==> src/obs_pkg.sv <==
// ----------------------------------------------------------------------------
// obs_pkg
// Shared types and constants for the overlap box suppression block.
// ----------------------------------------------------------------------------
package obs_pkg;

    localparam int COORD_W       = 16;
    localparam int AREA_W        = 32;
    localparam int POS_W         = 15;
    localparam int THR_W         = 16;
    localparam int MAX_KEPT_DEF  = 64;
    localparam int MAX_BOXES_DEF = 32768;

    localparam logic [THR_W-1:0] THR_RESET = 16'd26214;

    typedef struct packed {
        logic               frame_end;
        logic [COORD_W-1:0] bottom_edge;
        logic [COORD_W-1:0] right_edge;
        logic [COORD_W-1:0] top_edge;
        logic [COORD_W-1:0] left_edge;
    } box_t;

    typedef struct packed {
        logic             frame_done;
        logic             store_overflow;
        logic [POS_W-1:0] box_position;
        logic             keep_box;
    } result_t;

    typedef struct packed {
        logic capture;
        logic area;
        logic issue;
        logic finish;
    } obs_cmd_t;

    typedef struct packed {
        logic empty;
        logic scan_last;
        logic busy;
    } obs_stat_t;

    function automatic logic [COORD_W-1:0] span(
        input logic [COORD_W-1:0] lo,
        input logic [COORD_W-1:0] hi
    );
        span = (hi > lo) ? (hi - lo) : '0;
    endfunction

endpackage

==> src/obs_ctrl.sv <==
// ----------------------------------------------------------------------------
// obs_ctrl
// Sequencer: capture a box, compute its area, scan the kept store, drain the
// compare pipeline and hand the result to the output register.
// ----------------------------------------------------------------------------
module obs_ctrl
    import obs_pkg::*;
(
    input  logic      clk,
    input  logic      rst_n,
    input  logic      in_valid,
    output logic      in_stall,
    output logic      out_valid,
    input  logic      out_stall,
    output obs_cmd_t  cmd,
    input  obs_stat_t stat
);

    localparam logic [2:0] ST_IDLE  = 3'd0;
    localparam logic [2:0] ST_AREA  = 3'd1;
    localparam logic [2:0] ST_SCAN  = 3'd2;
    localparam logic [2:0] ST_DRAIN = 3'd3;
    localparam logic [2:0] ST_DONE  = 3'd4;

    logic [2:0] state_reg, state_next;
    logic       out_valid_reg, out_valid_next;
    logic       out_free;

    assign in_stall  = (state_reg != ST_IDLE);
    assign out_valid = out_valid_reg;
    assign out_free  = !out_valid_reg || !out_stall;

    always_comb
    begin
        state_next  = state_reg;
        cmd         = '0;
        case (state_reg)
            ST_IDLE:
            begin
                if (in_valid)
                begin
                    cmd.capture = 1'b1;
                    state_next  = ST_AREA;
                end
            end
            ST_AREA:
            begin
                cmd.area   = 1'b1;
                state_next = stat.empty ? ST_DRAIN : ST_SCAN;
            end
            ST_SCAN:
            begin
                cmd.issue = 1'b1;
                if (stat.scan_last)
                    state_next = ST_DRAIN;
            end
            ST_DRAIN:
            begin
                if (!stat.busy)
                    state_next = ST_DONE;
            end
            ST_DONE:
            begin
                if (out_free)
                begin
                    cmd.finish = 1'b1;
                    state_next = ST_IDLE;
                end
            end
            default:
            begin
                state_next = ST_IDLE;
            end
        endcase
    end

    always_comb
    begin
        if (cmd.finish)
            out_valid_next = 1'b1;
        else if (out_valid_reg && !out_stall)
            out_valid_next = 1'b0;
        else
            out_valid_next = out_valid_reg;
    end

    always_ff @(posedge clk or negedge rst_n)
    begin
        if (!rst_n)
        begin
            state_reg     <= ST_IDLE;
            out_valid_reg <= 1'b0;
        end
        else
        begin
            state_reg     <= state_next;
            out_valid_reg <= out_valid_next;
        end
    end

endmodule

==> config.mk <==
export PLATFORM = sky130hd
export DESIGN_NAME = obs_ctrl
export DESIGN_NICKNAME = d
export VERILOG_FILES = /design/src/obs_pkg.sv /design/src/obs_ctrl.sv
export SDC_FILE = /design/constraint.sdc
export NUM_CORES = 1
export LEC_CHECK = 0
export ABC_AREA = 1
export ABC_CLOCK_PERIOD_IN_PS = 2000
export BUFFER_PORTS_ARGS = -buffer_cell sky130_fd_sc_hd__clkbuf_2
export CORE_AREA = 2 2 39 41
export CTS_BUF_LIST = sky130_fd_sc_hd__clkbuf_4 sky130_fd_sc_hd__clkbuf_8 sky130_fd_sc_hd__clkbuf_16
export CTS_CLUSTER_SIZE = 40
export DETAILED_ROUTE_END_ITERATION = 8
export DIE_AREA = 0 0 41 43
export MAX_ROUTING_LAYER = met4
export SLEW_MARGIN = 0
export SYNTH_ARGS = -nofsm -noshare
export SYNTH_HDL_FRONTEND = slang
export SYNTH_SLANG_ARGS = --single-unit
==> constraint.sdc <==
create_clock -name clk -period 2 [get_ports clk]
set_input_delay 0.5 -clock clk [delete_from_list [all_inputs] [get_ports clk]]
set_output_delay 0.5 -clock clk [all_outputs]
set_load 0.1 [all_outputs]
# Word-level counts from Yosys, hierarchy flattened
# Index checks and enable logic that the tools add are counted.
# totals
register_bits	4
latch_bits	0
ram_bits	0
rom_bits	0
inputBits	7
out_inout_bits	6
mem_count	0
# classes
n_addsub	0
n_mul	0
div	0
order_cmp	0
n_eq_ne	8
shift	0
muxes	14
bitwise	0
n_reduce_logical	8
# ops
operator	n
case mux 3 bit (5 select lines)	1
two-way mux 3 bit	4
two-way mux 1 bit	9
!= test 2 bit (second input constant)	4
equality test 3 x 2 -> 1 bit (second input constant)	2
AND reduction 4 bit	1
equality test 3 x 1 -> 1 bit (second input constant)	1
equality test 3 bit (second input constant)	1
logical NOT 3 bit	1
nonzero test 3 bit	1
logical NOT 1 bit	2
nonzero test 2 bit	1
logical AND 1 bit	1
logical OR 1 bit	1

# Logic depth before layout (Yosys ltp)
# logic_depth
depth_word	5
ltp_mapped	7
depth_no_buf	7

# Least setup slack after synthesis
# No wires, ideal clock.
# synth_timing
kind	register to output
from	register state_reg[0]
to	output port cmd[3] in the netlist's numbering
t_arrival_ns	2.658
setup_slack_ns	-1.158
path_stages_with_launch	4
cell_sequence	dfrtp_1 -> nor2_2 -> nand2_1 -> nor2_1
# synth_rtl
item	line	text
start: declaration	obs_ctrl.sv:25	logic [2:0] state_reg, state_next;
start signal: assignment	obs_ctrl.sv:96	state_reg <= state_next;
end: declaration	obs_ctrl.sv:15	output obs_cmd_t cmd,

==> key figures <==
Run status
  – Status: completed

Worst setup path
  – WS Path Type: flop to output port
  – Worst path arrival time: 1.37 ns
  – Critical path launch point type: flop
  – CP Cell Sequence: nor2_2 > nand2_1 > nor2_1 > buf_12
  – Crit path capture type: output port
  – Sum of buffers and inverters on the critical path: 1
  – CP required: 1.50 ns
  – Slowest stage delay, CP: 0.44 ns
  – CP delay by family, top: simple AND/OR/NAND/NOR gates
  – Crit Path Max Fanout: 7
  – Slowest-stage cell, CP: dfrtp_1

Route
  – Final wirelength: 535 um
  – Initial DRC count: 5
  – DRC Markers: 0
  – DR pass1 iterations: 2
  – Wire length per cell: 7.64 um
  – Antenna-violating nets left: 0
  – Routed via count: 287
  – Via-to-Cell Ratio: 4.10

Timing
  – Setup TNS: 0 ns
  – Fin. Hold Viols: 0
  – Final setup vio count: 0
  – Part of the cycle the worst path needs: 93.6%
  – Slew headroom: 64.3%
  – Max-slew violations: 0
  – Post-route minimum period: 1.87 ns
  – Worst slew pin tran: 0.538 ns
  – Fmax: 534 MHz
  – Unrepaired setup endpoints after global routing: no
  – Clock skew: 0.000539 ns

Floorplan
  – Die width: 41 um
  – Die H: 43 um
  – Top Ports: 13
  – Core area: 0.00138 mm2
  – Core Rows: 14
  – Starting Density: 18.7%
  – Die area: 0.00176 mm2

Job
  – Max Cap Violations: 0

Finish
  – Max FFs per register: 3
  – Commonest non-fill, non-tap cells in the layout: 14 x nand2_1, 8 x clkbuf_2, 5 x inv_1
  – Final net count: 63
  – Area grow syn2layout: 56.0%
  – Final core utilization: 29.2%
  – Layout cells sized above 1: 38.9%
  – Ant. Diodes: 0
  – Most common cell after layout, fill and taps aside: nand2_1
  – Fin cells: 70

Clocking
  – Post-CTS Hold Buffers: 0
  – Worst skew pair latency: 0.23 ns
  – Root buf cell: clkbuf_4
  – Sink Count: 4
  – Num CTS Buffers: 3
  – H-tree levels: 1
  – Setup bufs post-CTS: 0
  – Post-cts resize count: 0
  – Clock buffer depth: 2
  – Clock transition at path regs: 0.03 ns
  – CTS tree: built

Yosys
  – Adder-cell share of the synthesized area: 0%
  – Mux contribution to synthesized area: 0%
  – Synth area leaders: dfrtp_1 39%, nand2_1 22%, inv_1 7.2%
  – Complex-gate fraction of the synthesized area: 3.86%
  – Distinct cell type count after synthesis: 13
  – Post-Syn Instances: 40
  – YS warnings: 0
  – Post-Syn Area: 259 um2
  – Synth Area in Simple Gates: 45.9%
  – Syn_nets: 47
  – Largest family of logic cells by synthesized area: simple AND/OR/NAND/NOR gates
  – Sequential fraction of the synthesis area: 38.6%
  – Syn_area_per_cell: 6.47 um2
  – Yosys top cell area share: 38.6%
  – Synth Area in XOR/XNOR: 0%
  – Flops & latches, synth: 4
  – Leading area contributor after synthesis: dfrtp_1

Placement
  – Final Wtd Congestion: 0.729
  – Placed insts: 67
  – HPWL after DPL: 468 um
  – Buffers on Ports: 12

Worst hold path
  – HP Class: input port to asynchronous set/reset pin

GRT
  – Initial antenna violation count: 0
  – Largest net degree at the start of global routing: 8
  – Remaining Overflow, GRT: 0
  – Vias in the first global route: 261
  – GRT Util Overall: 8.68%
  – First-pass GRT wire length: 959 um
==> worst paths after layout <==
check                                         start                  endpoint  slack (ns)  cells past startpoint
max                        state_reg[1]$_DFFE_PN0P_                    cmd[0]        0.13                      4
min                                           rst_n  state_reg[2]$_DFFE_PN0P_        0.07                      1
max reg2reg                state_reg[1]$_DFFE_PN0P_  state_reg[1]$_DFFE_PN0P_        0.83                      6
min reg2reg                   out_valid$_DFFE_PN0P_     out_valid$_DFFE_PN0P_        0.49                      2
max in group asynchronous                     rst_n  state_reg[0]$_DFFE_PN0P_        1.81                      1
min in group clk              out_valid$_DFFE_PN0P_     out_valid$_DFFE_PN0P_        0.49                      2
==> synthesized netlist by cell type (all sizes together) <==
cell and instances:
nand2 16, inv 6, nor2 6, dfrtp 4, nand3 3, a21oi 1
buf 1, nand3b 1, nand4 1, o21ai 1
==> cell type report <==
type | instances | area [um2]
fillers | 157 | 980
multi-input cells | 29 | 144
flip-flops and latches | 4 | 100
repair buffers | 12 | 95.1
clock buffers | 3 | 22.5
inverters | 6 | 22.5
well taps | 16 | 20.0
==> through the flow <==
stage                     hold WS, ns  area, um2  worst slack [ns]
after global placement          0.312        382             0.381
after global routing           0.0650        404           0.00669
after floorplan                 0.204        274            0.0820
final                          0.0673        404             0.127
after detailed placement        0.310        382             0.365
after CTS                      0.0599        404             0.107
==> metal layers <==
layer  part of all wire (%)  wire [um]  global-route usage (%)  vias up
li1                       -          -                       -      154
met1                     40        212                    9.45      125
met2                     54        289                    11.6        8
met3                    6.4         34                    6.28        0
met4                      0          0                    4.00        0
met5                      0          0                       -        -
==> logic make-up after synthesis <==
group / count (synthesis)
and+or+nand+nor: 27
buffers and inverters: 7
AOI/OAI and AO/OA: 2
DFF: 4
Power is left out: the tool's default activity adds up to more than one toggle a clock period on the data nets, which glitch-free logic cannot reach.
